<file path="src/rtl/msq_pkg.sv">
// ----------------------------------------------------------------------------
// msq_pkg: shared types and tables for the cut-plane triangulator
// Item and result words, queue entry, coordinate codes and the per-case
// vertex table with its winding order.
// ----------------------------------------------------------------------------
package msq_pkg;

  localparam int unsigned NUM_CASES   = 16;
  localparam int unsigned MAX_VERTS   = 9;
  localparam int unsigned NUM_DIST    = 8;
  localparam int unsigned QUEUE_DEPTH = 2;
  localparam int unsigned QPTR_W      = (QUEUE_DEPTH > 1) ? $clog2(QUEUE_DEPTH) : 1;
  localparam int unsigned QCNT_W      = $clog2(QUEUE_DEPTH + 1);

  typedef logic [3:0] vcount_t;
  typedef logic [3:0] vidx_t;

  typedef struct packed {
    logic [3:0] corner_mask;
    logic [7:0] dist_c00_px;
    logic [7:0] dist_c00_py;
    logic [7:0] dist_c10_nx;
    logic [7:0] dist_c10_py;
    logic [7:0] dist_c01_ny;
    logic [7:0] dist_c01_px;
    logic [7:0] dist_c11_nx;
    logic [7:0] dist_c11_ny;
  } in_item_t;

  typedef struct packed {
    logic [7:0] vert_u;
    logic [7:0] vert_v;
    logic       last_vertex;
  } out_item_t;

  typedef struct packed {
    in_item_t item;
    vcount_t  count;
  } q_item_t;

  typedef struct packed {
    logic full;
    logic empty;
  } q_stat_t;

  // Coordinate code: kind in [4:3], distance index in [2:0]
  typedef logic [1:0] coord_kind_t;
  localparam coord_kind_t KIND_ZERO = 2'd0;
  localparam coord_kind_t KIND_ONE  = 2'd1;
  localparam coord_kind_t KIND_DIST = 2'd2;
  localparam coord_kind_t KIND_REV  = 2'd3;

  typedef logic [4:0] coord_code_t;
  typedef logic [9:0] coord_pair_t;  // {u code, v code}

  localparam coord_code_t C_Z = {KIND_ZERO, 3'd0};
  localparam coord_code_t C_O = {KIND_ONE,  3'd0};
  localparam coord_code_t D0  = {KIND_DIST, 3'd0};
  localparam coord_code_t D1  = {KIND_DIST, 3'd1};
  localparam coord_code_t D3  = {KIND_DIST, 3'd3};
  localparam coord_code_t D5  = {KIND_DIST, 3'd5};
  localparam coord_code_t R2  = {KIND_REV,  3'd2};
  localparam coord_code_t R4  = {KIND_REV,  3'd4};
  localparam coord_code_t R6  = {KIND_REV,  3'd6};
  localparam coord_code_t R7  = {KIND_REV,  3'd7};
  localparam coord_pair_t NONE = {C_Z, C_Z};

  localparam vcount_t VERT_COUNT [NUM_CASES] = '{
    4'd0, 4'd3, 4'd3, 4'd6, 4'd3, 4'd6, 4'd6, 4'd9,
    4'd3, 4'd6, 4'd6, 4'd9, 4'd6, 4'd9, 4'd9, 4'd6
  };

  localparam coord_pair_t VERT_TABLE [NUM_CASES][MAX_VERTS] = '{
    '{NONE, NONE, NONE, NONE, NONE, NONE, NONE, NONE, NONE},
    '{{R2,C_Z}, {C_Z,R4}, {C_Z,C_Z}, NONE, NONE, NONE, NONE, NONE, NONE},
    '{{D0,C_Z}, {C_O,C_Z}, {C_O,R7}, NONE, NONE, NONE, NONE, NONE, NONE},
    '{{C_Z,R4}, {C_Z,C_Z}, {C_O,C_Z}, {C_Z,R4}, {C_O,C_Z}, {C_O,R7},
      NONE, NONE, NONE},
    '{{D5,C_O}, {C_O,D3}, {C_O,C_O}, NONE, NONE, NONE, NONE, NONE, NONE},
    '{{C_Z,R4}, {C_Z,C_Z}, {R2,C_Z}, {D5,C_O}, {C_O,D3}, {C_O,C_O},
      NONE, NONE, NONE},
    '{{D5,C_O}, {D0,C_Z}, {C_O,C_O}, {C_O,C_O}, {D0,C_Z}, {C_O,C_Z},
      NONE, NONE, NONE},
    '{{C_Z,R4}, {C_Z,C_Z}, {C_O,C_Z}, {C_O,C_Z}, {D5,C_O}, {C_Z,R4},
      {C_O,C_Z}, {C_O,C_O}, {D5,C_O}},
    '{{C_Z,D1}, {R6,C_O}, {C_Z,C_O}, NONE, NONE, NONE, NONE, NONE, NONE},
    '{{C_Z,C_O}, {C_Z,C_Z}, {R6,C_O}, {R6,C_O}, {C_Z,C_Z}, {R2,C_Z},
      NONE, NONE, NONE},
    '{{C_Z,C_O}, {C_Z,D1}, {R6,C_O}, {D0,C_Z}, {C_O,C_Z}, {C_O,R7},
      NONE, NONE, NONE},
    '{{R6,C_O}, {C_Z,C_O}, {C_Z,C_Z}, {C_Z,C_Z}, {C_O,R7}, {R6,C_O},
      {C_Z,C_Z}, {C_O,C_Z}, {C_O,R7}},
    '{{C_Z,C_O}, {C_Z,D1}, {C_O,D3}, {C_O,D3}, {C_O,C_O}, {C_Z,C_O},
      NONE, NONE, NONE},
    '{{C_Z,C_O}, {C_Z,C_Z}, {R2,C_Z}, {R2,C_Z}, {C_O,D3}, {C_Z,C_O},
      {C_Z,C_O}, {C_O,D3}, {C_O,C_O}},
    '{{C_Z,C_O}, {C_Z,D1}, {C_O,C_O}, {C_O,C_O}, {C_Z,D1}, {D0,C_Z},
      {D0,C_Z}, {C_O,C_Z}, {C_O,C_O}},
    '{{C_Z,C_Z}, {C_O,C_Z}, {C_Z,C_O}, {C_O,C_O}, {C_Z,C_O}, {C_O,C_Z},
      NONE, NONE, NONE}
  };

endpackage

</file>
<file path="src/rtl/marching_squares_cut_plane_triangulator_core.sv">
// ----------------------------------------------------------------------------
// marching_squares_cut_plane_triangulator_core: square to triangle vertices
// Turns one cut-plane square (corner mask plus NUM_DIST edge distances) into
// the vertices of its filled triangles, one vertex per output word.
// ----------------------------------------------------------------------------
// Usage:
//   in_*  : one word per square, valid/ready. Squares with mask 0 are taken
//           and produce nothing.
//   out_* : one word per vertex, valid/ready, in table winding order;
//           last_vertex marks the final vertex of each square (3, 6 or 9).
//   Path: the first vertex of a square passes the intake register, then a
//   queue entry, then the output register, where out_valid shows it.
//   Throughput: one vertex per cycle while the receiver does not stall, set by
//   the single output register fed by the sequencer; a square has at most nine
//   vertices, and an empty square is dropped from the intake register.
//   The intake register and a two-entry queue keep taking squares while the
//   sequencer works, so intake runs ahead of output by up to three squares.
//   Receiver stall: the output word holds, the sequencer freezes, the queue
//   fills, and then in_ready drops. No vertex is lost or repeated.
//   Reset (rst_n low, synchronous): empties the intake register, the queue
//   and the output register; no state survives between squares.
// ----------------------------------------------------------------------------
module marching_squares_cut_plane_triangulator_core (
  input  logic               clk,
  input  logic               rst_n,
  input  logic               in_valid,
  output logic               in_ready,
  input  msq_pkg::in_item_t  in_data,
  output logic               out_valid,
  input  logic               out_ready,
  output msq_pkg::out_item_t out_data
);

  // Front to queue: classified square, dropped here if it has no vertices
  logic             push;
  msq_pkg::q_item_t push_data;

  // Queue to back: head square and fill status
  msq_pkg::q_item_t head;
  msq_pkg::q_stat_t q_stat;
  logic             pop;

  // Intake: register the square and look up its vertex count
  msq_front u_front (
    .clk       (clk),
    .rst_n     (rst_n),
    .in_valid  (in_valid),
    .in_ready  (in_ready),
    .in_data   (in_data),
    .q_stat    (q_stat),
    .push      (push),
    .push_data (push_data)
  );

  // Decouple intake from vertex emission
  msq_queue u_queue (
    .clk       (clk),
    .rst_n     (rst_n),
    .push      (push),
    .push_data (push_data),
    .pop       (pop),
    .head      (head),
    .q_stat    (q_stat)
  );

  // Emit the head square's vertices; pop on its last vertex
  msq_back u_back (
    .clk       (clk),
    .rst_n     (rst_n),
    .head      (head),
    .q_stat    (q_stat),
    .pop       (pop),
    .out_valid (out_valid),
    .out_ready (out_ready),
    .out_data  (out_data)
  );

endmodule

</file>
<file path="src/rtl/msq_front.sv">
// ----------------------------------------------------------------------------
// msq_front: intake register and case classification
// Registers one square, looks up its vertex count and hands it to the
// queue; squares with no vertices are dropped here.
// ----------------------------------------------------------------------------
module msq_front (
  input  logic              clk,
  input  logic              rst_n,
  input  logic              in_valid,
  output logic              in_ready,
  input  msq_pkg::in_item_t in_data,
  input  msq_pkg::q_stat_t  q_stat,
  output logic              push,
  output msq_pkg::q_item_t  push_data
);

  logic              valid_r;
  logic              valid_nxt;
  msq_pkg::in_item_t item_r;
  msq_pkg::vcount_t  count_r;
  logic              empty_case;
  logic              advance;
  logic              accept;

  assign empty_case = (count_r == '0);
  assign advance    = valid_r && (empty_case || !q_stat.full);
  assign push       = valid_r && !empty_case && !q_stat.full;
  assign in_ready   = !valid_r || advance;
  assign accept     = in_valid && in_ready;

  assign push_data.item  = item_r;
  assign push_data.count = count_r;

  always_comb begin
    valid_nxt = valid_r;
    if (accept) begin
      valid_nxt = 1'b1;
    end else if (advance) begin
      valid_nxt = 1'b0;
    end
  end

  always_ff @(posedge clk) begin
    if (!rst_n) begin
      valid_r <= 1'b0;
    end else begin
      valid_r <= valid_nxt;
    end
  end

  // payload: capture on accept
  always_ff @(posedge clk) begin
    if (accept) begin
      item_r  <= in_data;
      count_r <= msq_pkg::VERT_COUNT[in_data.corner_mask];
    end
  end

endmodule

</file>
<file path="src/rtl/msq_queue.sv">
// ----------------------------------------------------------------------------
// msq_queue: short queue between intake and vertex sequencer
// Register-based FIFO; the head entry is visible without a read cycle.
// ----------------------------------------------------------------------------
module msq_queue (
  input  logic              clk,
  input  logic              rst_n,
  input  logic              push,
  input  msq_pkg::q_item_t  push_data,
  input  logic              pop,
  output msq_pkg::q_item_t  head,
  output msq_pkg::q_stat_t  q_stat
);

  localparam logic [msq_pkg::QPTR_W-1:0] PTR_LAST =
    msq_pkg::QPTR_W'(msq_pkg::QUEUE_DEPTH - 1);
  localparam logic [msq_pkg::QCNT_W-1:0] CNT_FULL =
    msq_pkg::QCNT_W'(msq_pkg::QUEUE_DEPTH);

  msq_pkg::q_item_t              entry_r [msq_pkg::QUEUE_DEPTH];
  logic [msq_pkg::QPTR_W-1:0]    wr_ptr_r, wr_ptr_nxt;
  logic [msq_pkg::QPTR_W-1:0]    rd_ptr_r, rd_ptr_nxt;
  logic [msq_pkg::QCNT_W-1:0]    cnt_r, cnt_nxt;
  logic                          do_push;
  logic                          do_pop;

  assign q_stat.full  = (cnt_r == CNT_FULL);
  assign q_stat.empty = (cnt_r == '0);
  assign do_push      = push && !q_stat.full;
  assign do_pop       = pop && !q_stat.empty;
  assign head         = entry_r[rd_ptr_r];

  always_comb begin
    wr_ptr_nxt = wr_ptr_r;
    rd_ptr_nxt = rd_ptr_r;
    cnt_nxt    = cnt_r;
    if (do_push) begin
      wr_ptr_nxt = (wr_ptr_r == PTR_LAST) ? '0 : wr_ptr_r + 1'b1;
    end
    if (do_pop) begin
      rd_ptr_nxt = (rd_ptr_r == PTR_LAST) ? '0 : rd_ptr_r + 1'b1;
    end
    unique case ({do_push, do_pop})
      2'b10:   cnt_nxt = cnt_r + 1'b1;
      2'b01:   cnt_nxt = cnt_r - 1'b1;
      default: cnt_nxt = cnt_r;
    endcase
  end

  always_ff @(posedge clk) begin
    if (!rst_n) begin
      wr_ptr_r <= '0;
      rd_ptr_r <= '0;
      cnt_r    <= '0;
    end else begin
      wr_ptr_r <= wr_ptr_nxt;
      rd_ptr_r <= rd_ptr_nxt;
      cnt_r    <= cnt_nxt;
    end
  end

  always_ff @(posedge clk) begin
    if (do_push) begin
      entry_r[wr_ptr_r] <= push_data;
    end
  end

endmodule

</file>
<file path="src/rtl/msq_back.sv">
// ----------------------------------------------------------------------------
// msq_back: vertex sequencer and output register
// Walks the queue head's case table one vertex per cycle unless the output
// stalls, decodes the coordinate codes and holds each vertex until taken.
// ----------------------------------------------------------------------------
module msq_back (
  input  logic               clk,
  input  logic               rst_n,
  input  msq_pkg::q_item_t   head,
  input  msq_pkg::q_stat_t   q_stat,
  output logic               pop,
  output logic               out_valid,
  input  logic               out_ready,
  output msq_pkg::out_item_t out_data
);

  function automatic logic [7:0] decode_coord(
    input msq_pkg::coord_code_t code,
    input logic [7:0]           dv [msq_pkg::NUM_DIST]
  );
    logic [7:0] d;
    d = dv[code[2:0]];
    unique case (msq_pkg::coord_kind_t'(code[4:3]))
      msq_pkg::KIND_ZERO: decode_coord = 8'd0;
      msq_pkg::KIND_ONE:  decode_coord = 8'd255;
      msq_pkg::KIND_DIST: decode_coord = d;
      msq_pkg::KIND_REV:  decode_coord = 8'd255 - d;
      default:            decode_coord = 8'd0;
    endcase
  endfunction

  logic                 out_valid_r, out_valid_nxt;
  msq_pkg::out_item_t   out_data_r;
  msq_pkg::vidx_t       k_r, k_nxt;
  logic [7:0]           dist_v [msq_pkg::NUM_DIST];
  msq_pkg::coord_pair_t pair;
  logic                 load;
  logic                 emit;
  logic                 last;

  assign dist_v[0] = head.item.dist_c00_px;
  assign dist_v[1] = head.item.dist_c00_py;
  assign dist_v[2] = head.item.dist_c10_nx;
  assign dist_v[3] = head.item.dist_c10_py;
  assign dist_v[4] = head.item.dist_c01_ny;
  assign dist_v[5] = head.item.dist_c01_px;
  assign dist_v[6] = head.item.dist_c11_nx;
  assign dist_v[7] = head.item.dist_c11_ny;

  assign pair = msq_pkg::VERT_TABLE[head.item.corner_mask][k_r];
  assign load = !out_valid_r || out_ready;
  assign emit = load && !q_stat.empty;
  assign last = (k_r == head.count - 1'b1);
  assign pop  = emit && last;

  assign out_valid = out_valid_r;
  assign out_data  = out_data_r;

  always_comb begin
    k_nxt         = k_r;
    out_valid_nxt = out_valid_r;
    if (emit) begin
      k_nxt         = last ? '0 : k_r + 1'b1;
      out_valid_nxt = 1'b1;
    end else if (out_ready) begin
      out_valid_nxt = 1'b0;
    end
  end

  always_ff @(posedge clk) begin
    if (!rst_n) begin
      out_valid_r <= 1'b0;
      k_r         <= '0;
    end else begin
      out_valid_r <= out_valid_nxt;
      k_r         <= k_nxt;
    end
  end

  always_ff @(posedge clk) begin
    if (emit) begin
      out_data_r.vert_u      <= decode_coord(pair[9:5], dist_v);
      out_data_r.vert_v      <= decode_coord(pair[4:0], dist_v);
      out_data_r.last_vertex <= last;
    end
  end

  // vertex index stays inside the head square's run
  a_k_in_range: assert property (@(posedge clk) disable iff (!rst_n)
    !q_stat.empty |-> (k_r < head.count))
    else $error("vertex index past end of run");

  // no partial run is left behind when the queue drains
  a_k_idle: assert property (@(posedge clk) disable iff (!rst_n)
    q_stat.empty |-> (k_r == '0))
    else $error("vertex index nonzero with empty queue");

  // a stalled vertex freezes the sequencer
  a_hold_on_stall: assert property (@(posedge clk) disable iff (!rst_n)
    (out_valid_r && !out_ready) |=> ($stable(k_r) && !$past(pop)))
    else $error("sequencer advanced during stall");

endmodule
</file>
<file path="config.mk">
export PLATFORM = sky130hd
export DESIGN_NAME = marching_squares_cut_plane_triangulator_core
export DESIGN_NICKNAME = d
export VERILOG_FILES = /design/src/rtl/msq_pkg.sv /design/src/rtl/marching_squares_cut_plane_triangulator_core.sv /design/src/rtl/msq_front.sv /design/src/rtl/msq_queue.sv /design/src/rtl/msq_back.sv
export SDC_FILE = /design/constraint.sdc
export NUM_CORES = 1
export LEC_CHECK = 0
export BUFFER_PORTS_ARGS = -buffer_cell sky130_fd_sc_hd__clkbuf_2
export CORE_ASPECT_RATIO = 0.6
export CORE_MARGIN = 1.5
export CORE_UTILIZATION = 59
export CTS_CLUSTER_SIZE = 20
export DETAILED_ROUTE_END_ITERATION = 8
export PLACE_DENSITY = 0.9
export SLEW_MARGIN = 30
export SYNTH_ARGS = -nofsm -noshare
export SYNTH_HDL_FRONTEND = slang
export SYNTH_SLANG_ARGS = --single-unit
</file>
<file path="constraint.sdc">
create_clock -name clk -period 13.49 [get_ports clk]
set_input_delay 0.6745 -clock clk [delete_from_list [all_inputs] [get_ports clk]]
set_output_delay 0.6745 -clock clk [all_outputs]
set_load 0.005 [all_outputs]
</file>
==> results.toml <==
[status]
result_of_the_run = "finished clean"

[layout]
fin_nets = 913
antenna_cells_inserted = 0
final_core_utilization = 0.686
drive_above_1_share = 0.241
n_fill_cell = 1222
seqCellArea_mm2 = 0.00722
area_growth_pct = 11.8
multiInputGateArea_mm2 = 0.00374
finalInstanceArea_mm2 = 0.0126

[detailed_routing]
dr.first_iter.drc_count = 1105
drt_wl_total_um = 26900
vias_per_cell = 6.79
vias = 7338
ant_nets = 0
remaining_drc_errors = 0
dr.pass1.iters = 7
routed_wire_per_std_cell_um = 24.9

[worst_setup_path]
critPathBufInv = 3
critPathCaptureType = "flop"
cp_common_cell = "buf_4"
required_ns = 13.76
timing.critical_path.cells = "buf_4, clkinv_1, a31oi_1, o211ai_2, nand3_2, nand3_1, buf_4, a2111oi_0, o41ai_1, o2111ai_1, xor2_1"
critical-path-max-stage-delay_ns = 0.82
type_of_the_worst_setup_path = "reg -> reg"
worst_path_dominant_cell_family = "buffers and inverters"
worst-endpoint-arrival_ns = 5.61
critical_path_peak_fanout = 41
timing.critical_path.slowest_stage_cell = "clkinv_1"
worstSetupStartpointType = "flop"

[sta]
report.final.hold_viol_count = 0
slew_violations = 0
max_freq_ghz = 0.187
setup_viol_count_final = 0
whs_ns = 0.307
finalCriticalPeriod_ns = 5.34
period_share = 0.396
worstMarginPinSlew_ns = 0.954
relSlewSlack = 0.364
setup-tns-final_ns = 0
finClkSkew_ns = 0.0274
rsz0062_at_grt = "false"

[yosys]
postSynthCellCount = 750
synth_cell_types = 71
synth_area_leaders = "edfxtp_1 62%, mux4_2 6.8%, mux2i_1 2.8%, and4_1 2.3%, a2111oi_0 2.1%"
synth_async_sr_flop_share = 0
synthesis.area_per_instance_um2 = 15.0
synth.largest_area_cell = "edfxtp_1"
netlist.area_leader.share = 0.621
ys_seq_area_frac = 0.641
yosys_most_used_dff = "edfxtp_1"
synth-edff-count = 233
synthMostInstantiatedCell = "edfxtp_1"
synth_fp_nets = 838
synthesis.yosys.warnings = 0
syn_area_mm2 = 0.0113
synth.top_cells.by_count = "233 x edfxtp_1, 47 x nand2_1, 35 x nor2_1, 34 x mux4_2, 31 x mux2i_1"
synth_seq_cells = 244

[floorplan]
initial_utilization = 0.613
die_width_um = 181
die_h_um = 110
std_cell_core_area_mm2 = 0.0184
io-pin-count = 91
die_area_mm2 = 0.0199
floorplan.rows = 38

[power_and_ir_drop]
p_comb_frac = 0.169
total_leakage_power_nw = 4.24
vdd_ir_drop_max_uv = 123
swShare = 0.271
p_seq_frac = 0.502
clkPwrFrac = 0.328
internal_power_mw = 1.33
power_switching_mw = 0.494
power.density_mw_per_mm2 = 145

[cts]
clkSinkCount = 244
holdBufCountCts = 0
cts.repair.resized = 0
numCtsBuffers = 22
clk_latency_ns = 0.54
clk_path_buf_depth = 3
cts.clk_slew.worst_paths_ns = 0.07
cts-root-buf = "clkbuf_16"
h-tree-depth = 1
tritoncts = "yes"
post_cts_setup_buffers = 0

[global_route]
grt_pass1_wl_um = 40600
initial_antenna_violation_count = 0
first_global_vias = 6837
overflow = 0
maximum_number_of_pins_on_one_net_before_global_route_repair = 73
grt_use_total = 0.274

[place]
place.gp.congestion = 0.950
placement.cell_area_mm2 = 0.0119
hpwl_um = 17900
place.port_buffers = 90

[flow_run]
timing.max_cap.violations = 0

[hold_path]
hp-class = "in -> reg"
layout by cell type (no fill, tap or decap), types with 4 or more instances in the layout:
cell type,count
mux2i_1,31
o41ai_1,9
inv_1,12
and2_1,7
xor2_1,14
nand4_1,5
or2_2,7
a2111oi_0,27
clkinv_2,7
clkinv_1,9
o211ai_1,10
edfxtp_1,233
o21ai_0,18
mux2_2,4
xnor2_1,18
clkbuf_16,22
dfxtp_1,10
ha_1,16
a21oi_1,17
nand2_1,47
nor2_1,32
a21o_1,7
o2111ai_1,9
buf_4,11
nand3_1,14
a31oi_1,11
mux4_2,34
nor3_1,7
and4_1,29
clkbuf_2,90
final cells by class:
cell class / instances / area share
inverter: 16 / 0.00497
clock buffer: 23 / 0.0440
tap: 240 / 0.0238
multi-input combinational: 437 / 0.297
sequential: 244 / 0.573
clock inverter: 17 / 0.0107
timing repair buffer: 104 / 0.0457
through the flow:
step / power (mW) / setup slack, ns / cells
floorplan: 1.13 / 8.88 / 750
global placement: 1.22 / 8.54 / 1040
detailed placement: 1.22 / 8.34 / 1040
CTS: 1.81 / 8.27 / 1080
global route: 1.88 / 7.68 / 1081
finish: 1.82 / 8.15 / 1081
final timing paths:
kind | start | endpoint | slack [ns] | cells after the start
max | flop | u_back.out_data[6] | 8.15 | 11
min reg2reg | u_front.push_data[53] | u_queue.entry_r[0][53] | 0.44 | 0
max reg2reg | flop | u_back.out_data[6] | 8.15 | 11
min | in_data[50] | u_front.push_data[54] | 0.31 | 1
worst register-to-register path, stage by stage, from the launching register on:
cell and delay (ns):
dfxtp_4 0.60, buf_4 0.61, clkinv_1 0.82, a31oi_1 0.48, o211ai_2 0.17, nand3_2 0.44, nand3_1 0.48, buf_4 0.41
a2111oi_0 0.60, o41ai_1 0.23, o2111ai_1 0.16, xor2_1 0.10
power by group through the flow:
stage / registers (mW) / clock network (mW) / logic, mW
5_1_grt: 0.918 / 0.632 / 0.327
3_5_place_dp: 0.931 / 0 / 0.293
4_1_cts: 0.915 / 0.602 / 0.297
6_report: 0.916 / 0.599 / 0.308
3_3_place_gp: 0.929 / 0 / 0.289
2_1_floorplan: 0.922 / 0 / 0.209
layer usage:
layer,up-vias,routed length (µm),GRT usage
li1,3175,-,-
met1,3532,11300,0.414
met2,564,10900,0.380
met3,67,4040,0.0946
met4,0,621,0.0702
met5,-,0,0
registers in the layout, indices dropped and copies added, names as in the netlist, named ones only:
signal / flops
u_queue.cnt_r: 2
u_back.k_r: 4
u_back.out_data: 17
u_front.count_r: 4
u_queue.rd_ptr_r: 1
u_queue.entry_r: 144
u_front.valid_r: 1
u_front.push_data: 68
u_queue.wr_ptr_r: 1
u_back.out_valid: 1
cells by family (layout without fill, tap and decap cells):
logic type	Yosys count	in the layout	synth area share
DFF	244	244	0.641
and+or+nand+nor	167	167	0.0805
AOI/OAI and AO/OA	150	150	0.101
muxes	72	72	0.105
buffers and inverters	69	160	0.0296
xor gates and xnor gates	32	32	0.0249
adders and majority gates	16	16	0.0178
(Power assumes the default switching activity.)
